<file path="src/rtl/edge_coverage_map_update_defines.svh">
// Assertion macros for the coverage map RTL.
`ifndef EDGE_COVERAGE_MAP_UPDATE_DEFINES_SVH
`define EDGE_COVERAGE_MAP_UPDATE_DEFINES_SVH

// Same-cycle implication, checked outside reset.
`define ECM_ASSERT_IMP(label, clk, rst_n, ante, cons) \
    label: assert property (@(posedge clk) disable iff (!rst_n) (ante) |-> (cons)) \
        else $error("ecm assertion failed");

// Next-cycle implication, checked outside reset.
`define ECM_ASSERT_NEXT(label, clk, rst_n, ante, cons) \
    label: assert property (@(posedge clk) disable iff (!rst_n) (ante) |=> (cons)) \
        else $error("ecm assertion failed");

`endif

</file>
<file path="src/rtl/ecm_pkg.sv">
`default_nettype none
package ecm_pkg;

    // fixed field widths
    localparam int ADDR_W      = 32;
    localparam int CFG_DATA_W  = 32;
    localparam int CFG_INDEX_W = 2;
    localparam int INDEX_OUT_W = 16;
    localparam int COUNT_W     = 8;

    // configuration register indexes
    typedef enum logic [CFG_INDEX_W-1:0] {
        CFG_TRACE_ENABLE = 2'd0,
        CFG_COUNT_ALL    = 2'd1,
        CFG_WINDOW_START = 2'd2,
        CFG_WINDOW_END   = 2'd3
    } cfg_reg_t;

endpackage
`default_nettype wire

</file>
<file path="src/rtl/ecm_front.sv">
`default_nettype none
module ecm_front #(
    parameter int MAP_BITS   = 16,
    parameter int ADDR_WIDTH = 32
) (
    input  wire logic                               clk,
    input  wire logic                               rst_n,
    input  wire logic                               cfg_we,
    input  wire logic [ecm_pkg::CFG_INDEX_W-1:0]    cfg_index,
    input  wire logic [ecm_pkg::CFG_DATA_W-1:0]     cfg_data,
    input  wire logic                               in_valid,
    output logic                                    in_ready,
    input  wire logic [ecm_pkg::ADDR_W-1:0]         block_address,
    input  wire logic                               clear_busy,
    input  wire logic                               queue_full,
    output logic                                    push,
    output logic                                    push_take,
    output logic      [MAP_BITS-1:0]                push_idx
);

    localparam int AddrEff = (ADDR_WIDTH < ecm_pkg::ADDR_W) ? ADDR_WIDTH : ecm_pkg::ADDR_W;
    localparam logic [ecm_pkg::ADDR_W-1:0] AddrMask =
        {ecm_pkg::ADDR_W{1'b1}} >> (ecm_pkg::ADDR_W - AddrEff);

    logic                         trace_enable_reg;
    logic                         count_all_reg;
    logic [ecm_pkg::ADDR_W-1:0]   window_start_reg;
    logic [ecm_pkg::ADDR_W-1:0]   window_end_reg;
    logic [MAP_BITS-2:0]          prev_loc_reg;

    logic [ecm_pkg::ADDR_W-1:0]   addr;
    logic [ecm_pkg::ADDR_W-1:0]   folded;
    logic [MAP_BITS-1:0]          loc;
    logic                         outside;
    logic                         take;

    // classify: trace gate and inclusive address window
    assign addr    = block_address & AddrMask;
    assign outside = (addr < window_start_reg) || (addr > window_end_reg);
    assign take    = trace_enable_reg && (count_all_reg || !outside);

    // fold address to a map location, then form the edge index
    assign folded = (addr >> 16) ^ (addr >> 2) ^ {16'b0, addr[15:0]};
    assign loc    = folded[MAP_BITS-1:0];

    assign in_ready  = !clear_busy && !queue_full;
    assign push      = in_valid && in_ready;
    assign push_take = take;
    assign push_idx  = take ? (loc ^ {1'b0, prev_loc_reg}) : '0;

    // configuration registers
    always_ff @(posedge clk or negedge rst_n)
    begin
        if (!rst_n)
        begin
            trace_enable_reg <= 1'b0;
            count_all_reg    <= 1'b0;
            window_start_reg <= '0;
            window_end_reg   <= '1;
        end
        else if (cfg_we)
        begin
            case (ecm_pkg::cfg_reg_t'(cfg_index))
                ecm_pkg::CFG_TRACE_ENABLE: trace_enable_reg <= cfg_data[0];
                ecm_pkg::CFG_COUNT_ALL:    count_all_reg    <= cfg_data[0];
                ecm_pkg::CFG_WINDOW_START: window_start_reg <= cfg_data;
                ecm_pkg::CFG_WINDOW_END:   window_end_reg   <= cfg_data;
                default: ;
            endcase
        end
    end

    // previous location moves only on counted beats
    always_ff @(posedge clk or negedge rst_n)
    begin
        if (!rst_n)
        begin
            prev_loc_reg <= '0;
        end
        else if (push && take)
        begin
            prev_loc_reg <= loc[MAP_BITS-1:1];
        end
    end

endmodule
`default_nettype wire

</file>
<file path="config.mk">
export PLATFORM = sky130hd
export DESIGN_NAME = ecm_front
export DESIGN_NICKNAME = d
export VERILOG_FILES = /design/src/rtl/edge_coverage_map_update_defines.svh /design/src/rtl/ecm_pkg.sv /design/src/rtl/ecm_front.sv
export SDC_FILE = /design/constraint.sdc
export NUM_CORES = 1
export LEC_CHECK = 0
export BUFFER_PORTS_ARGS = -buffer_cell sky130_fd_sc_hd__buf_2
export CAP_MARGIN = 10
export CORE_MARGIN = 3
export CORE_UTILIZATION = 35
export CTS_CLUSTER_DIAMETER = 100
export DETAILED_ROUTE_END_ITERATION = 16
export PLACE_DENSITY_LB_ADDON = 0.05
export SYNTH_ARGS = -nofsm -noshare
export SYNTH_HDL_FRONTEND = slang
export SYNTH_SLANG_ARGS = --single-unit
</file>
<file path="constraint.sdc">
create_clock -name clk -period 2.9 [get_ports clk]
set_input_delay 0.145 -clock clk [delete_from_list [all_inputs] [get_ports clk]]
set_output_delay 0.145 -clock clk [all_outputs]
set_load 0.01 [all_outputs]
</file>
==> results.cfg, run 1 <==
[global_route]
grt_max_degree = 44
grt.total_usage_pct = 16.5
grt_pass1_wl_um = 20500
grt_antenna_before_repair = 0
grt-ovfl-total = 0
grt_pass1_vias = 3725

[timing]
final_hold_viol_count = 0
tightest_slew_ns = 0.608
setup-violations-final = 1
rsz0062_at_grt = true
fin_crit_ns = 2.90
maxSlewViolCount = 0
relSlewSlack_pct = 59.5
setup_tns_ns = -0.00168
finClkSkew_ns = 0.00688
period_share_pct = 100
max_freq_ghz = 0.345
setup_ws_ns = -0.00168

[worst_hold_path]
hp-class = in -> reg

[final_layout]
nNetsFinal = 711
layout-drive-gt1-share_pct = 42.9
fin_util_pct = 44.9
diodes = 0
syn2layout_area_growth_pct = 22.4

[routing]
drt_drc_violations_left = 0
ant_nets = 0
drt_pass1_iterations = 4
postRouteWirelength_um = 13100
drt-initial-drc-count = 73
viasPerCell = 4.82
num_vias = 3662
wl_per_cell_um = 17.2

[floorplan]
fp.coreArea_um2 = 14200
die_area_um2 = 16400
die_w_um = 128
die_y_um = 128
io_pins = 91
start_util_pct = 36.7
fp-row-count = 43

[cts]
root_buffer = clkbuf_16
insertion_delay_ns = 0.34
cts_tree = done
numClockSinks = 81
cts_buffers = 9
clock_path_buffers = 2
cts_max_level = 3
clk_pin_slew_ns = 0.06

[worst_setup_path]
worstPathArrival_ns = 2.76
worstPathRequired_ns = 2.76
crit_start = window_end_reg[25]
rr_worst_depth = 11
startpoint_type = flip-flop
ff2ff_setup_slack_ns = 0.06
worstReg2RegStart = window_end_reg[25]
criticalPathCategory = reg -> out
worst-path-max-fanout = 13
r2r_end = prev_loc_reg[4]
endpoint = push_idx[15]
end_kind = output pin

[logic_synthesis]
synthTopCellsByArea = dfrtp_1, dfstp_2, mux2_2, ha_1, xnor2_1
avgSynthCellArea_um2 = 11.2
ys_seq_elements = 81
yosysSeqAreaShare_pct = 39.7
synth_area_um2 = 5210
synth-edff-count = 0
async_flop_share_pct = 100
yosysTopAreaCell = dfrtp_1
yosysTopAreaCellShare_pct = 23.5
synth.distinct_cells = 43
yosys_most_used_dff = dfrtp_1
synth_nets = 599
synth_warnings = 0
syn_inst = 464

[placed_design]
gp_congestion = 0.840
dp_hpwl_um = 10500
pre_cts_slack_ns = -0.202
port_buffers = 90

[run_status]
status = finished, violations left
violations = setup timing

[power_and_ir_drop]
leakage_nw = 3.10
powerDensity_nw_per_um2 = 641
ir_worst_vdd_mv = 0.333

[flow_run]
cap_violations = 0
final cells by class:
| type | count | area, um2 |
|---|---|---|
| well taps | 180 | 225 |
| fillers | 1413 | 7820 |
| repair buffers | 109 | 623 |
| flip-flops and latches | 81 | 2070 |
| inverters | 67 | 251 |
| multi-input cells | 308 | 2950 |
| clock inverters | 4 | 20.0 |
| clock buffers | 11 | 243 |
timing repair:
action | CTS | global route
endpoints found under the setup margin | 31 | 31
resized for setup | 11 | 5
hold buffers | 1 | 0
setup buffers | 6 | 1
endpoints found under the hold margin | 28 | 0
gates cloned | 0 | 0
pin swaps | 7 | 6
per-layer routing:
metal	share of wire (%)	vias to the layer above	wire length [um]	track usage, %
met4	1.2	0	157	5.43
met3	3.7	12	479	3.04
met2	45	61	5880	25.1
met5	0	-	0	0
met1	50	1757	6580	23.7
li1	-	1832	-	-
synthesized netlist by cell type (9+ instances only):
library cell	count
mux2_2	71
inv_1	67
ha_1	63
dfrtp_1	49
xnor2_1	46
dfstp_2	32
a21oi_1	21
nor2_1	21
nand2_1	13
nand4_1	11
mux2_4	9
cell usage in the layout, fill, tap and decap left out, types with 2 or more instances in the layout:
cell type,n
a221o_1,3
o21ai_0,6
a211oi_1,4
nand2_1,13
clkinv_2,4
clkbuf_16,9
mux2_4,9
buf_12,2
nor2_1,20
ha_1,61
buf_4,17
mux2_2,71
ha_4,2
nand3_1,6
xnor2_1,46
o211ai_1,2
dfstp_2,32
a21o_1,6
a21oi_1,20
dfrtp_1,49
nor2b_1,2
nor4_4,2
inv_1,67
nand4_1,11
buf_2,89
report_power, final:
| group | internal [mW] | total [mW] | leakage (nW) | switching [mW] |
|---|---|---|---|---|
| logic | 0.739 | 1.41 | 2.04 | 0.666 |
| clock network | 0.593 | 1.05 | 0.135 | 0.454 |
| registers | 1.47 | 1.64 | 0.921 | 0.168 |
worst min-delay path by stage:
| stage | cells past startpoint | to | startpoint |
|---|---|---|---|
| finish | 2 | window_start_reg[29] | cfg_data[29] |
| global route | 2 | window_end_reg[26] | cfg_data[26] |
| CTS | 2 | window_end_reg[27] | cfg_data[27] |
| detailed placement | 1 | prev_loc_reg[11] | rst_n |
| global placement | 1 | window_start_reg[15] | rst_n |
| floorplan | 0 | count_all_reg | rst_n |
per-stage QoR:
stage / total power, mW / hold slack, ns / cell area (um2) / instances
global placement: 2.97 / 0.190 / 5940 / 737
global route: 4.38 / 0.0409 / 6380 / 760
detailed placement: 3.00 / 0.203 / 5940 / 737
floorplan: 2.55 / -0.151 / 5210 / 464
finish: 4.09 / 0.0480 / 6380 / 760
CTS: 4.13 / 0.0351 / 6330 / 759
cell families after synthesis:
family / Yosys count / synth area share, %
muxes: 81 / 18.1
xor gates and xnor gates: 47 / 7.90
AOI/OAI and AO/OA: 52 / 7.08
DFF: 81 / 39.7
adders and majority gates: 63 / 15.1
buffers and inverters: 75 / 5.74
and+or+nand+nor: 65 / 6.39
critical path: stages (launching register included):
cell and delay, ns:
dfstp_2 0.53, inv_1 0.04, ha_1 0.29, nand4_1 0.20, buf_4 0.21, a2111oi_4 0.27, o41ai_2 0.15, o211a_4 0.17
o21ai_4 0.20, buf_12 0.16, nor2_1 0.05, buf_2 0.14
(Power assumes the default switching activity.)
==> run 2: changes to the inputs <==
--- a/config.mk
+++ b/config.mk
@@ -7,6 +7,7 @@
 export LEC_CHECK = 0
 export BUFFER_PORTS_ARGS = -buffer_cell sky130_fd_sc_hd__buf_2
 export CAP_MARGIN = 10
+export CORE_ASPECT_RATIO = 0.7
 export CORE_MARGIN = 3
 export CORE_UTILIZATION = 35
 export CTS_CLUSTER_DIAMETER = 100
==> results.cfg, run 2 (synthesized netlist as in run 1, its figures left out) <==
[run_status]
status = finished, final reports clean

[worst_setup_path]
worstReg2RegStart = window_end_reg[25]
critPathMaxStageDelay_ns = 0.34
worstPathArrival_ns = 2.70
critical_path.top_delay_family = compound AO/OA/AOI/OAI gates
end_kind = output pin
crit_buf_inv = 3
crit_chain = inv_1 -> ha_1 -> and4_1 -> nand4_1 -> a221o_1 -> a41oi_2 -> o211a_4 -> o21ai_2 -> buf_12 -> nor2_2 -> buf_2
worstPathRequired_ns = 2.76
startpoint_type = flip-flop
critPathSlowestCell = dfrtp_1
criticalPathCategory = reg -> out
worst-path-max-fanout = 17
crit_start = window_start_reg[11]

[timing]
setup-violations-final = 0
holdWs_ns = 0.00538
tightest_slew_ns = 1.09
period_share_pct = 98.2
relSlewSlack_pct = 27.6
maxSlewViolCount = 0
final_hold_viol_count = 0
finClkSkew_ns = 0.00654
max_freq_ghz = 0.351
fin_crit_ns = 2.85
setup_ws_ns = 0.0509
setup_tns_ns = 0
rsz0062_at_grt = true

[final_layout]
diodes = 0
syn2layout_area_growth_pct = 22.8
multiInputGateArea_um2 = 3000
final_common_cell = buf_2
instances_no_fill = 762
fin_util_pct = 45.0
register_area_um2 = 2070
final_cell_mix = buf_2, mux2_2, inv_1
final_area_um2 = 6400
nNetsFinal = 702
fillerInstances = 1389
layout-drive-gt1-share_pct = 44.4

[placed_design]
dp_hpwl_um = 10700
dp_cells = 741
place_area_um2 = 5920
pre_cts_slack_ns = 0.176
port_buffers = 90
gp_congestion = 0.781

[cts]
root_buffer = clkbuf_16
cts_buffers = 9
numClockSinks = 81
cts_tree = done
cts_max_level = 3
clk_pin_slew_ns = 0.06
insertion_delay_ns = 0.34
clock_path_buffers = 2
cts_hold_buf = 0

[global_route]
grt_antenna_before_repair = 0
grt.total_usage_pct = 17.3
grt_max_degree = 82
grt_pass1_wl_um = 22000
grt_pass1_vias = 3886
grt-ovfl-total = 0

[power_and_ir_drop]
leakage_nw = 3.03
ir_worst_vdd_mv = 0.377
powerDensity_nw_per_um2 = 659
totalPowerFinal_mw = 4.22

[floorplan]
die_area_um2 = 16400
die_y_um = 108
fp-row-count = 36
start_util_pct = 36.6
io_pins = 91
fp.coreArea_um2 = 14200
die_w_um = 152

[routing]
wl_per_cell_um = 18.2
drt_drc_violations_left = 0
drt-initial-drc-count = 149
postRouteWirelength_um = 13800
ant_nets = 0
num_vias = 3710
viasPerCell = 4.87
drt_pass1_iterations = 4

[flow_run]
cap_violations = 0

[worst_hold_path]
hp-class = in -> async
-- run 2: report_power, final --
| group | switching, mW | internal, mW |
|---|---|---|
| Sequential | 0.169 | 1.47 |
| Combinational | 0.702 | 0.730 |
| Clock | 0.481 | 0.667 |
| Total | 1.35 | 2.87 |
-- run 2: area by class of cell --
| cell class | count | share of cell area (%) |
|---|---|---|
| Clock buffer | 11 | 3.64 |
| Tap cell | 190 | 3.72 |
| Inverter | 67 | 3.93 |
| Timing Repair Buffer | 100 | 8.64 |
| Sequential cell | 81 | 32.3 |
| Multi-Input combinational cell | 308 | 46.9 |
| Clock inverter | 5 | 0.899 |
-- run 2: worst paths after layout --
kind / to / slack [ns] / cells after the start
hold / removal: window_start_reg[28] / 0.005 / 1
min in group clk: window_start_reg[8] / 0.05 / 2
max in group asynchronous: window_start_reg[15] / 2.18 / 1
setup reg to reg: prev_loc_reg[2] / 0.25 / 10
setup / recovery: push_idx[14] / 0.05 / 11
hold reg to reg: window_start_reg[21] / 0.50 / 1
-- run 2: layer usage --
| metal | GRT usage (%) | share of wire, % | up-vias |
|---|---|---|---|
| met4 | 3.46 | 0.66 | 0 |
| met5 | 0 | 0 | - |
| met1 | 26.4 | 54 | 1811 |
| met3 | 3.80 | 4.1 | 7 |
| met2 | 24.9 | 42 | 79 |
| li1 | - | - | 1813 |
-- run 2: worst reg2reg max path: stages, from the launching register on --
cell and delay (ns):
dfstp_2 0.53, inv_1 0.04, ha_1 0.29, nand4_1 0.19, buf_4 0.20, a2111oi_4 0.28, o41ai_2 0.13, o211a_4 0.16
o211ai_4 0.17, buf_12 0.19, mux2_2 0.35
-- run 2: what timing repair did --
action,CTS,global route
pin swaps,3,8
setup endpoints to repair,16,17
buffers inserted,0,5
resized for setup,7,19
==> run 3: changes to the inputs <==
==> constraint.sdc (replaced) <==
create_clock -name clk -period 2.9 [get_ports clk]
set_input_delay 0.29 -clock clk [delete_from_list [all_inputs] [get_ports clk]]
set_output_delay 0.29 -clock clk [all_outputs]
set_load 0.01 [all_outputs]
==> results.cfg, run 3 (synthesized netlist as in run 1, its figures left out) <==
[power_and_ir_drop]
leakage_nw = 3.14
totalPowerFinal_mw = 4.40
p_switching_mw = 1.37
ir_worst_vdd_mv = 0.331
powerDensity_nw_per_um2 = 658
switching_share_pct = 31.1
clockPowerShare_pct = 27.5
combPwrFrac_pct = 35.2
intPower_mw = 3.03
seqPwrFrac_pct = 37.3

[cts]
numClockSinks = 81
cts_tree = done
clock_path_buffers = 2
insertion_delay_ns = 0.34
clk_pin_slew_ns = 0.06
root_buffer = clkbuf_16
cts_max_level = 3
cts_buffers = 9

[routing]
postRouteWirelength_um = 13800
num_vias = 3708
drt_pass1_iterations = 4
ant_nets = 0
drt-initial-drc-count = 108
wl_per_cell_um = 18.0
drt_drc_violations_left = 0
viasPerCell = 4.82

[final_layout]
syn2layout_area_growth_pct = 28.3
final_area_um2 = 6690
final_cell_mix = buf_2, mux2_2, inv_1
diodes = 0
layout-drive-gt1-share_pct = 47.3
instances_no_fill = 769
fillerInstances = 1374
nNetsFinal = 709
final_common_cell = buf_2

[floorplan]
fp.coreArea_um2 = 14200
die_area_um2 = 16400
die_y_um = 108
die_w_um = 152
fp-row-count = 36
start_util_pct = 36.6
io_pins = 91

[timing]
rsz0062_at_grt = true
finClkSkew_ns = 0.00404
holdWs_ns = 0.191
tightest_slew_ns = 0.717
period_share_pct = 103
relSlewSlack_pct = 52.1
setup_tns_ns = -1.16
setup_ws_ns = -0.0899
final_hold_viol_count = 0
max_freq_ghz = 0.334
maxSlewViolCount = 0
setup-violations-final = 17
fin_crit_ns = 2.99

[placed_design]
dp_hpwl_um = 10900
dp_cells = 745
port_buffers = 90
place_area_um2 = 5990
gp_congestion = 0.808

[worst_setup_path]
worstPathArrival_ns = 2.70
startpoint_type = flip-flop
end_kind = output pin
worstPathRequired_ns = 2.61
worst-path-max-fanout = 13
criticalPathCategory = reg -> out

[global_route]
grt_pass1_vias = 3814
grt.total_usage_pct = 17.4
grt_pass1_wl_um = 21700
grt_antenna_before_repair = 0
grt-ovfl-total = 0
grt_max_degree = 43

[run_status]
status = finished, violations left
violations = setup timing

[flow_run]
cap_violations = 0

[worst_hold_path]
hp-class = in -> reg
run 3: cell types whose count changed in the layout (fill, tap and decap cells not counted), moves of 2 or more:
cell and change:
mux2_4 +5, ha_4 +10, clkinvlp_4 -3, clkbuf_1 +2, ha_1 -10, buf_6 +4, inv_2 +8, inv_1 -8
buf_12 +3, mux2_2 -5
run 3: area by class of cell:
type / count / area (um2) / area share (%)
inverters: 67 / 251 / 3.76
well taps: 190 / 238 / 3.56
clock inverters: 3 / 65.1 / 0.973
flip-flops and latches: 81 / 2070 / 30.9
multi-input cells: 308 / 3160 / 47.3
clock buffers: 13 / 240 / 3.59
repair buffers: 107 / 661 / 9.88
run 3: path summary, 6_finish.rpt:
check,slack [ns],cells past startpoint,to,from
min in group asynchronous,0.48,2,window_start_reg[29],rst_n
min,0.19,2,window_start_reg[24],cfg_data[24]
min reg2reg,0.50,1,window_start_reg[6],window_start_reg[6]
max reg2reg,0.03,12,prev_loc_reg[12],window_end_reg[22]
max,-0.09,11,push_idx[15],window_end_reg[22]
max in group asynchronous,1.72,3,window_end_reg[8],rst_n
run 3: layer usage:
layer,share of wire (%),track usage [%]
met1,54,25.8
met2,41,25.7
met3,3.8,4.16
met4,0.86,3.85
met5,0,0
run 3: metrics by stage:
stage | utilization (%) | setup WS [ns]
after floorplan | - | 0.387
after detailed placement | 42.1 | -0.0309
after CTS | 46.5 | -0.0992
after global routing | 47.0 | -0.217
after global placement | 42.1 | 0.0200
final | 47.0 | -0.0899
run 3: repair_timing:
| item | 4_1_cts | 5_1_grt |
|---|---|---|
| pin swaps | 13 | 7 |
| endpoints found under the setup margin | 17 | 17 |
| hold buffers | 1 | 0 |
| gates resized for setup | 41 | 13 |
| buffers inserted | 5 | 2 |
| hold endpoints to repair | 28 | 0 |
run 3: power groups by stage:
stage,Combinational [mW],Sequential [mW],Clock (mW)
after floorplan,0.950,1.60,0
after global placement,1.35,1.65,0
after detailed placement,1.37,1.65,0
after CTS,1.50,1.64,1.26
after global routing,1.73,1.68,1.29
final,1.55,1.64,1.21
run 3: critical path: stages (launching register included):
cell and delay, ns:
dfstp_2 0.54, inv_2 0.05, ha_4 0.25, nand4_1 0.22
nor4_2 0.31, nor2b_2 0.21, o31ai_2 0.08, o211a_4 0.15
o21ai_4 0.18, buf_12 0.16, nor2_1 0.05, buf_2 0.14
