$ cat src/rtl/edge_coverage_map_update_defines.svh
// Assertion macros for the coverage map RTL.
`ifndef EDGE_COVERAGE_MAP_UPDATE_DEFINES_SVH
`define EDGE_COVERAGE_MAP_UPDATE_DEFINES_SVH

// Same-cycle implication, checked outside reset.
`define ECM_ASSERT_IMP(label, clk, rst_n, ante, cons) \
    label: assert property (@(posedge clk) disable iff (!rst_n) (ante) |-> (cons)) \
        else $error("ecm assertion failed");

// Next-cycle implication, checked outside reset.
`define ECM_ASSERT_NEXT(label, clk, rst_n, ante, cons) \
    label: assert property (@(posedge clk) disable iff (!rst_n) (ante) |=> (cons)) \
        else $error("ecm assertion failed");

`endif

$ cat src/rtl/ecm_fifo.sv
`default_nettype none
module ecm_fifo #(
    parameter int WIDTH = 17,
    parameter int DEPTH = 4
) (
    input  wire logic             clk,
    input  wire logic             rst_n,
    input  wire logic             push,
    input  wire logic [WIDTH-1:0] push_data,
    output logic                  full,
    input  wire logic             pop,
    output logic                  not_empty,
    output logic      [WIDTH-1:0] pop_data
);

    localparam int PtrW = (DEPTH > 1) ? $clog2(DEPTH) : 1;
    localparam int CntW = $clog2(DEPTH + 1);

    logic [WIDTH-1:0] slots_reg [DEPTH];
    logic [PtrW-1:0]  wr_ptr_reg, wr_ptr_next;
    logic [PtrW-1:0]  rd_ptr_reg, rd_ptr_next;
    logic [CntW-1:0]  count_reg, count_next;

    assign full      = (count_reg == CntW'(DEPTH));
    assign not_empty = (count_reg != '0);
    assign pop_data  = slots_reg[rd_ptr_reg];

    // pointer and fill count update
    always_comb
    begin
        wr_ptr_next = wr_ptr_reg;
        rd_ptr_next = rd_ptr_reg;
        count_next  = count_reg;
        if (push)
        begin
            wr_ptr_next = (wr_ptr_reg == PtrW'(DEPTH - 1)) ? '0 : wr_ptr_reg + 1'b1;
        end
        if (pop)
        begin
            rd_ptr_next = (rd_ptr_reg == PtrW'(DEPTH - 1)) ? '0 : rd_ptr_reg + 1'b1;
        end
        if (push && !pop)
        begin
            count_next = count_reg + 1'b1;
        end
        else if (pop && !push)
        begin
            count_next = count_reg - 1'b1;
        end
    end

    always_ff @(posedge clk or negedge rst_n)
    begin
        if (!rst_n)
        begin
            wr_ptr_reg <= '0;
            rd_ptr_reg <= '0;
            count_reg  <= '0;
        end
        else
        begin
            wr_ptr_reg <= wr_ptr_next;
            rd_ptr_reg <= rd_ptr_next;
            count_reg  <= count_next;
        end
    end

    // slot storage
    always_ff @(posedge clk)
    begin
        if (push)
        begin
            slots_reg[wr_ptr_reg] <= push_data;
        end
    end

endmodule
`default_nettype wire

$ cat config.mk
export PLATFORM = sky130hd
export DESIGN_NAME = ecm_fifo
export DESIGN_NICKNAME = d
export VERILOG_FILES = /design/src/rtl/edge_coverage_map_update_defines.svh /design/src/rtl/ecm_fifo.sv
export SDC_FILE = /design/constraint.sdc
export NUM_CORES = 1
export LEC_CHECK = 0
export BUFFER_PORTS_ARGS = -buffer_cell sky130_fd_sc_hd__buf_2
export CAP_MARGIN = 20
export CORE_ASPECT_RATIO = 1.25
export CORE_MARGIN = 2
export CORE_UTILIZATION = 35
export CTS_BUF_LIST = sky130_fd_sc_hd__clkbuf_2
export DETAILED_ROUTE_END_ITERATION = 6
export GPL_ROUTABILITY_DRIVEN = 0
export PLACE_DENSITY = 0.52
export SKIP_CTS_REPAIR_TIMING = 1
export SYNTH_ARGS = -nofsm -noshare
export SYNTH_HDL_FRONTEND = slang
export SYNTH_SLANG_ARGS = --single-unit
$ cat constraint.sdc
create_clock -name clk -period 1.69 [get_ports clk]
set_input_delay 0.169 -clock clk [delete_from_list [all_inputs] [get_ports clk]]
set_output_delay 0.169 -clock clk [all_outputs]
set_load 0.02 [all_outputs]
==> results.py, run 1 <==
metrics = {
    "timing": {
        "skew_ns": 0.0324,
        "setup_viol": 17,
        "maxSlewViolCount": 0,
        "slew-limit-headroom_pct": 81.2,
        "rsz0062_at_grt": "true",
        "hold_viol": 0,
        "fin_ws_ns": -0.256,
        "worst_pin_slew_ns": 0.282,
        "max_freq_ghz": 0.514,
        "timing.final.crit_period_ns": 1.95,
        "holdWs_ns": 0.418,
        "period_share_pct": 115,
    },
    "layout": {
        "diodes": 0,
        "final_cell_area_um2": 3760,
        "drive_gt1_share_pct": 42.5,
        "multi_input_area_um2": 606,
        "final_cell_mix": "68 x edfxtp_1, 22 x dlygate4sd3_1, 21 x buf_2",
        "area_growth_pct": 29.1,
        "final_common_cell": "edfxtp_1",
        "seq_area_um2": 2220,
        "finalNetCount": 237,
        "finish.utilization_pct": 46.1,
        "largest_register_ff_count": 68,
        "fillers": 730,
    },
    "cts": {
        "clock_path_buffers": 2,
        "cts_buffers": 9,
        "cts_tree": "yes",
        "clkTransAtPathRegs_ns": 0.21,
        "clock-sinks": 75,
        "root_buffer": "clkbuf_2",
        "h-tree-depth": 3,
        "clkLatencyLatePin_ns": 0.48,
    },
    "power_and_ir_drop": {
        "irDropWorstVdd_mv": 0.715,
        "power_mw": 6.01,
        "powerDensity_nw_per_um2": 1600,
        "internal_power_mw": 4.11,
        "seqPwrFrac_pct": 42.5,
        "p_sw_share_pct": 31.6,
        "p_leak_nw": 1.38,
        "p_comb_share_pct": 42.0,
        "power_switching_mw": 1.90,
        "pwr-share-clk_pct": 15.4,
    },
    "floorplanning": {
        "fp.dieArea_um2": 9070,
        "pin_count": 40,
        "coreArea_um2": 8150,
        "die_h_um": 106,
        "die_x_um": 85.6,
        "row_count": 37,
        "initial_core_util_pct": 35.7,
    },
    "setup_path": {
        "criticalPathCategory": "flop to output port",
        "cp_slowest_cell": "mux4_2",
        "worstPathMaxFanout": 5,
        "cp_slowest_stage_delay_ns": 0.52,
        "cp-start-kind": "flop",
        "r2r_setup_slack_ns": 0.17,
        "cp_data_required_time_ns": 1.52,
        "cp_data_arrival_time_ns": 1.78,
        "cp_cell_sequence": "clkbuf_16 > mux4_2 > buf_6",
        "ff2ff_path_depth": 5,
        "end_kind": "output port",
    },
    "synthesis": {
        "synth_seq_cells": 75,
        "avgSynthCellArea_um2": 23.1,
        "synth-seq-area-share_pct": 76.1,
        "synth.distinct_cells": 19,
        "syn_area_um2": 2910,
        "synthCells": 126,
        "syn-num-nets": 154,
        "yosys_warnings": 0,
    },
    "route": {
        "detail_route.wl_per_cell_um": 17.0,
        "drt_iter0_drc": 76,
        "via_per_inst": 4.75,
        "vias": 1476,
        "wl_um": 5300,
        "postRouteAntennaNets": 0,
        "drc": 0,
        "dr.pass1.iters": 4,
    },
    "grt": {
        "grt_overflow_total": 0,
        "grt_usage_pct": 12.2,
        "antenna_found_initial": 0,
        "grt_max_degree": 18,
        "grt_pass1_wl_um": 8040,
        "grt_pass1_vias": 1515,
    },
    "min_path": {
        "holdPathStages": 2,
        "min_path_type": "input port to flop",
    },
    "placed_design": {
        "hpwl_um": 3270,
        "port_buffers": 39,
        "dpl_cell_area_um2": 3290,
    },
    "status": {
        "status": "finished, violations left",
        "violations": "setup timing",
    },
    "run": {
        "maxCapViolations": 0,
    },
}
final cells by class:
type / instances / area share [%]
inverter: 4 / 0.399
sequential: 75 / 59.0
timing repair buffer: 76 / 18.4
tap: 97 / 3.23
multi-input combinational: 43 / 16.1
clock buffer: 11 / 1.46
clock inverter: 5 / 1.40
metrics by stage:
step / setup WS, ns / TNS, ns / cells
final: -0.256 / -3.78 / 311
after global routing: -0.383 / -6.00 / 311
after CTS: -0.347 / -5.45 / 284
after detailed placement: 0.227 / 0 / 268
after global placement: 0.238 / 0 / 268
after floorplan: 0.243 / 0 / 126
cells in the mapped netlist:
| cell | number | area (µm²) |
|---|---|---|
| o21ai_0 | 2 | 10.0 |
| mux2_2 | 3 | 33.8 |
| mux4_1 | 9 | 236 |
| ha_1 | 6 | 75.1 |
| xnor2_1 | 1 | 8.76 |
| and2_1 | 4 | 25.0 |
| buf_6 | 1 | 11.3 |
| buf_12 | 1 | 20.0 |
| fa_1 | 1 | 20.0 |
| nand2_1 | 2 | 7.51 |
| nor3b_1 | 1 | 7.51 |
| xor2_1 | 2 | 17.5 |
| nor2_1 | 3 | 11.3 |
| inv_1 | 4 | 15.0 |
| edfxtp_1 | 68 | 2040 |
| mux4_2 | 8 | 180 |
| dfrtp_1 | 7 | 175 |
| or3_1 | 1 | 6.26 |
| buf_2 | 2 | 10.0 |
worst max-delay path, delay by kind of cell (launching register included):
kind / cells / cell delay (ns)
buf+inv: 2 / 0.33
mux: 1 / 0.52
flops: 1 / 0.47
metal layers:
layer  up-vias  share of wire [%]  global-route usage [%]
met3         6                3.5                    4.11
met2        29                 55                    20.9
li1        674                  -                       -
met5         -                  0                       0
met1       767                 40                    13.9
met4         0                1.2                    5.10
path summary, 6_finish.rpt:
path | endpoint | from
worst max register to register | count_reg[2]$_DFFE_PN0P_ | count_reg[0]$_DFFE_PN0P_
max in group asynchronous | rd_ptr_reg[0]$_DFFE_PN0P_ | rst_n
worst max-delay path | pop_data[0] | rd_ptr_reg[0]$_DFFE_PN0P_
worst min-delay path | slots_reg[3][7]$_DFFE_PP_ | push_data[7]
min in group asynchronous | wr_ptr_reg[0]$_DFFE_PN0P_ | rst_n
worst min register to register | rd_ptr_reg[1]$_DFFE_PN0P_ | rd_ptr_reg[1]$_DFFE_PN0P_
power by group through the flow:
stage | Clock [mW] | Combinational [mW] | Sequential [mW]
after CTS | 0.976 | 1.97 | 2.54
after global routing | 1.05 | 2.72 | 2.59
after detailed placement | 0 | 1.96 | 2.58
final | 0.929 | 2.53 | 2.56
after global placement | 0 | 1.92 | 2.55
after floorplan | 0 | 1.36 | 2.53
cells by family after synthesis:
group	Yosys count	synth area share [%]
fa+ha+maj	7	3.26
xor+xnor	3	0.902
simple gates	11	1.98
flops	75	76.1
compound gates	2	0.344
mux	20	15.5
buf+inv	8	1.93
Power figures use the tool's default switching activity.
==> run 2, diff against run 1 <==
- ABC_AREA: not set -> 1
- PLACE_DENSITY: 0.52 -> 0.55
==> results.py, run 2 <==
metrics = {
    "synthesis": {
        "netlist_top_cells_count": "68 x edfxtp_1, 68 x nand2_1, 45 x inv_1",
        "synth.area.top_cells": "edfxtp_1 64%, nand2_1 8.0%, o211ai_1 5.7%",
        "synth_top_area_cell": "edfxtp_1",
        "async_flop_share_pct": 9.33,
        "syn-num-nets": 279,
        "avgSynthCellArea_um2": 12.7,
        "synth_top_area_share_pct": 64.3,
        "synth_seq_cells": 75,
        "synthFlopType": "edfxtp_1",
        "synthCells": 251,
        "syn_area_um2": 3180,
        "synth-seq-area-share_pct": 69.8,
        "yosys_warnings": 0,
        "synth_edf_count": 68,
        "synth.distinct_cells": 20,
    },
    "timing": {
        "holdWs_ns": 0.408,
        "rsz0062_at_grt": "true",
        "worst_pin_slew_ns": 0.358,
        "skew_ns": 0.0154,
        "period_share_pct": 109,
        "slew-limit-headroom_pct": 76.1,
        "setup_viol": 17,
        "fin_ws_ns": -0.150,
        "max_freq_ghz": 0.543,
        "maxSlewViolCount": 0,
        "hold_viol": 0,
        "timing.final.crit_period_ns": 1.84,
    },
    "setup_path": {
        "worstPathMaxFanout": 17,
        "critPathBufInv": 3,
        "criticalPathCategory": "flop to output port",
        "cp_cell_sequence": "inv_4 > buf_6 > o211ai_1 > nand2_1 > buf_2",
        "cp_slowest_stage_delay_ns": 0.46,
        "end_kind": "output port",
        "cp_data_arrival_time_ns": 1.67,
        "critical-path-top-delay-family": "buffers and inverters",
        "cp_data_required_time_ns": 1.52,
        "cp_slowest_cell": "dfrtp_1",
        "cp-start-kind": "flop",
    },
    "route": {
        "dr.pass1.iters": 4,
        "vias": 1976,
        "wl_um": 6280,
        "detail_route.wl_per_cell_um": 14.1,
        "via_per_inst": 4.42,
        "postRouteAntennaNets": 0,
        "drt_iter0_drc": 95,
        "drc": 0,
    },
    "power_and_ir_drop": {
        "irDropWorstVdd_mv": 0.527,
        "powerDensity_nw_per_um2": 1470,
        "p_leak_nw": 1.68,
        "power_mw": 5.75,
    },
    "floorplanning": {
        "die_x_um": 89.2,
        "die_h_um": 110,
        "row_count": 38,
        "initial_core_util_pct": 36.3,
        "fp.dieArea_um2": 9860,
        "coreArea_um2": 8750,
        "pin_count": 40,
    },
    "status": {
        "violations": "setup timing",
        "status": "finished, violations left",
    },
    "layout": {
        "drive_gt1_share_pct": 23.3,
        "fillers": 859,
        "area_growth_pct": 23.0,
        "final_cell_area_um2": 3910,
        "final_cell_mix": "68 x nand2_1, 68 x edfxtp_1, 45 x inv_1",
        "largest_register_ff_count": 68,
        "finalNetCount": 351,
    },
    "cts": {
        "h-tree-depth": 3,
        "clkLatencyLatePin_ns": 0.49,
        "clock-sinks": 75,
        "cts_buffers": 9,
        "clock_path_buffers": 2,
        "cts_tree": "yes",
        "clkTransAtPathRegs_ns": 0.18,
        "root_buffer": "clkbuf_2",
    },
    "grt": {
        "grt_max_degree": 70,
        "grt_pass1_vias": 1795,
        "grt_pass1_wl_um": 8830,
        "grt_usage_pct": 12.4,
        "grt_overflow_total": 0,
        "antenna_found_initial": 1,
    },
    "placed_design": {
        "port_buffers": 39,
        "hpwl_um": 3600,
        "dpl_cell_area_um2": 3560,
    },
    "run": {
        "maxCapViolations": 0,
    },
    "min_path": {
        "min_path_type": "input port to flop",
    },
}
==> run 2: metrics by stage <==
| stage | worst slack, ns | setup TNS (ns) | util [%] | instances |
|---|---|---|---|---|
| 6_report | -0.150 | -2.13 | 44.7 | 447 |
| 4_1_cts | -0.303 | -4.52 | 41.5 | 422 |
| 3_3_place_gp | 0.321 | 0 | 40.7 | 408 |
| 5_1_grt | -0.271 | -4.25 | 44.7 | 447 |
| 2_1_floorplan | 0.318 | 0 | - | 251 |
| 3_5_place_dp | 0.275 | 0 | 40.7 | 408 |
==> run 2: kinds of logic (layout without fill, tap and decap cells) <==
group | after synthesis | count (layout) | share of synthesized area, %
flip-flops | 75 | 75 | 69.8
AND/OR/NAND/NOR | 73 | 73 | 8.79
buffers and inverters | 57 | 132 | 7.88
AO/OA/AOI/OAI | 38 | 38 | 10.2
adder cells (fa/ha/maj) | 7 | 7 | 2.99
XOR/XNOR | 1 | 1 | 0.276
other | 0 | 1 | 0
==> run 2: worst paths after layout <==
kind	start	end	slack (ns)	cells after the start
worst max-delay path	rd_ptr_reg[0]$_DFFE_PN0P_	pop_data[13]	-0.15	5
worst min-delay path	push_data[12]	slots_reg[1][12]$_DFFE_PP_	0.41	2
worst max register to register	wr_ptr_reg[0]$_DFFE_PN0P_	slots_reg[3][3]$_DFFE_PP_	0.33	4
worst min register to register	count_reg[2]$_DFFE_PN0P_	count_reg[2]$_DFFE_PN0P_	0.51	2
max in group asynchronous	rst_n	count_reg[2]$_DFFE_PN0P_	0.84	3
min in group asynchronous	rst_n	rd_ptr_reg[1]$_DFFE_PN0P_	0.60	3
==> run 2: where the power goes <==
| group | leakage [nW] | internal [mW] | switching [mW] |
|---|---|---|---|
| sequential | 0.709 | 2.39 | 0.148 |
| combinational | 0.912 | 0.907 | 1.56 |
| clock | 0.0582 | 0.211 | 0.535 |
==> run 2: final cells by class <==
| type | count | area [µm²] | share of cell area, % |
|---|---|---|---|
| Antenna cell | 1 | 2.50 | 0.0641 |
| Multi-Input combinational cell | 119 | 708 | 18.1 |
| Tap cell | 120 | 150 | 3.84 |
| Timing Repair Buffer | 71 | 577 | 14.8 |
| Inverter | 47 | 181 | 4.64 |
| Sequential cell | 75 | 2220 | 56.8 |
| Clock buffer | 14 | 70.1 | 1.79 |
==> run 2: per-layer routing <==
metal	part of all wire, %	vias to the layer above	track usage, %
met5	0	-	0
met4	2.4	0	6.27
met3	3.4	12	4.19
met2	51	33	19.5
met1	43	928	14.8
li1	-	1003	-
==> run 3, diff against run 2 <==
- PLACE_DENSITY: 0.55 -> 0.64
==> results.py, run 3 (synthesis results as in run 2) <==
metrics = {
    "power_and_ir_drop": {
        "powerDensity_nw_per_um2": 1470,
        "p_sw_share_pct": 38.7,
        "irDropWorstVdd_mv": 0.480,
        "power_mw": 5.79,
        "power_switching_mw": 2.24,
        "p_leak_nw": 1.69,
        "seqPwrFrac_pct": 43.9,
        "internal_power_mw": 3.55,
        "pwr-share-clk_pct": 13.0,
        "p_comb_share_pct": 43.1,
    },
    "min_path": {
        "min_path_type": "input port to flop",
    },
    "floorplanning": {
        "coreArea_um2": 8750,
        "die_x_um": 89.2,
        "initial_core_util_pct": 36.3,
        "row_count": 38,
        "fp.dieArea_um2": 9860,
        "pin_count": 40,
        "die_h_um": 110,
    },
    "route": {
        "drt_iter0_drc": 51,
        "detail_route.wl_per_cell_um": 13.2,
        "via_per_inst": 4.38,
        "vias": 1974,
        "wl_um": 5970,
        "postRouteAntennaNets": 0,
        "drc": 0,
        "dr.pass1.iters": 4,
    },
    "cts": {
        "clock-sinks": 75,
        "clkLatencyLatePin_ns": 0.49,
        "root_buffer": "clkbuf_2",
        "clock_path_buffers": 2,
        "clkTransAtPathRegs_ns": 0.18,
        "cts_tree": "yes",
        "h-tree-depth": 3,
        "cts_buffers": 9,
    },
    "grt": {
        "grt_pass1_vias": 1892,
        "grt_pass1_wl_um": 8990,
        "grt_usage_pct": 12.5,
        "grt_max_degree": 37,
        "antenna_found_initial": 1,
        "grt_overflow_total": 0,
    },
    "timing": {
        "rsz0062_at_grt": "true",
        "max_freq_ghz": 0.553,
        "timing.final.crit_period_ns": 1.81,
        "slew-limit-headroom_pct": 84.0,
        "period_share_pct": 107,
        "worst_pin_slew_ns": 0.241,
        "skew_ns": 0.0217,
        "setup_viol": 17,
        "maxSlewViolCount": 0,
        "fin_ws_ns": -0.120,
        "hold_viol": 0,
    },
    "placed_design": {
        "dpl_cell_area_um2": 3550,
        "dpl.cell_count": 410,
        "port_buffers": 39,
        "hpwl_um": 3800,
    },
    "layout": {
        "final_cell_mix": "68 x nand2_1, 68 x edfxtp_1, 45 x inv_1",
        "fin_cells": 451,
        "largest_register_ff_count": 68,
        "final_cell_area_um2": 3940,
        "finalNetCount": 354,
        "area_growth_pct": 24.0,
        "fillers": 830,
        "drive_gt1_share_pct": 23.9,
    },
    "setup_path": {
        "ff2ff_path_depth": 5,
        "cp_data_required_time_ns": 1.52,
        "worstPathMaxFanout": 18,
        "cp-start-kind": "flop",
        "r2r_setup_slack_ns": 0.38,
        "end_kind": "output port",
        "cp-startpoint": "rd_ptr_reg[0]$_DFFE_PN0P_",
        "criticalPathCategory": "flop to output port",
        "cp_data_arrival_time_ns": 1.64,
        "cp-endpoint": "pop_data[15]",
        "r2r_start": "wr_ptr_reg[0]$_DFFE_PN0P_",
        "r2r_end": "slots_reg[2][9]$_DFFE_PP_",
    },
    "status": {
        "status": "finished, violations left",
        "violations": "setup timing",
    },
    "run": {
        "maxCapViolations": 0,
    },
}
run 3: worst min-delay path by stage:
stage / endpoint / start / depth (start not counted)
floorplan: count_reg[0]$_DFFE_PN0P_ / rst_n / 0
global placement: count_reg[0]$_DFFE_PN0P_ / rst_n / 1
detailed placement: count_reg[0]$_DFFE_PN0P_ / rst_n / 1
CTS: count_reg[2]$_DFFE_PN0P_ / rst_n / 1
global route: slots_reg[1][11]$_DFFE_PP_ / push_data[11] / 2
finish: slots_reg[2][11]$_DFFE_PP_ / push_data[11] / 2
run 3: metrics by stage:
| stage | hold WS [ns] | util, % | TNS, ns | worst slack (ns) |
|---|---|---|---|---|
| floorplan | -0.127 | - | 0 | 0.318 |
| global placement | 0.0193 | 40.6 | 0 | 0.303 |
| detailed placement | 0.0223 | 40.6 | 0 | 0.289 |
| CTS | -0.578 | 41.4 | -4.11 | -0.300 |
| global route | 0.356 | 45.0 | -4.08 | -0.276 |
| finish | 0.410 | 45.0 | -1.59 | -0.120 |
run 3: cell type report:
cell class / instances / area (µm²) / area share [%]
Timing Repair Buffer: 74 / 598 / 15.2
Multi-Input combinational cell: 119 / 708 / 18.0
Tap cell: 120 / 150 / 3.81
Inverter: 47 / 184 / 4.67
Antenna cell: 1 / 2.50 / 0.0636
Clock buffer: 12 / 60.1 / 1.53
Clock inverter: 3 / 16.3 / 0.413
Sequential cell: 75 / 2220 / 56.3
run 3: routing by layer:
layer	share of wire, %	up-vias	global-route usage, %
met1	39	931	13.7
met3	3.5	9	2.17
met4	2.3	0	7.96
li1	-	1004	-
met5	0	-	0
met2	55	30	21.4
run 3: power by group through the flow:
stage                     registers, mW  clock network, mW  logic [mW]
after floorplan                    2.55                  0        1.59
after global placement             2.58                  0        2.20
after global routing               2.58              0.868        2.75
after detailed placement           2.59                  0        2.24
after CTS                          2.55              0.795        2.25
final                              2.54              0.754        2.49
run 3: worst max-delay path, stage by stage, from the launching register on:
cell	delay, ns
dfrtp_1	0.45
inv_4	0.14
clkbuf_16	0.21
o211ai_1	0.09
nand2_1	0.09
buf_2	0.17
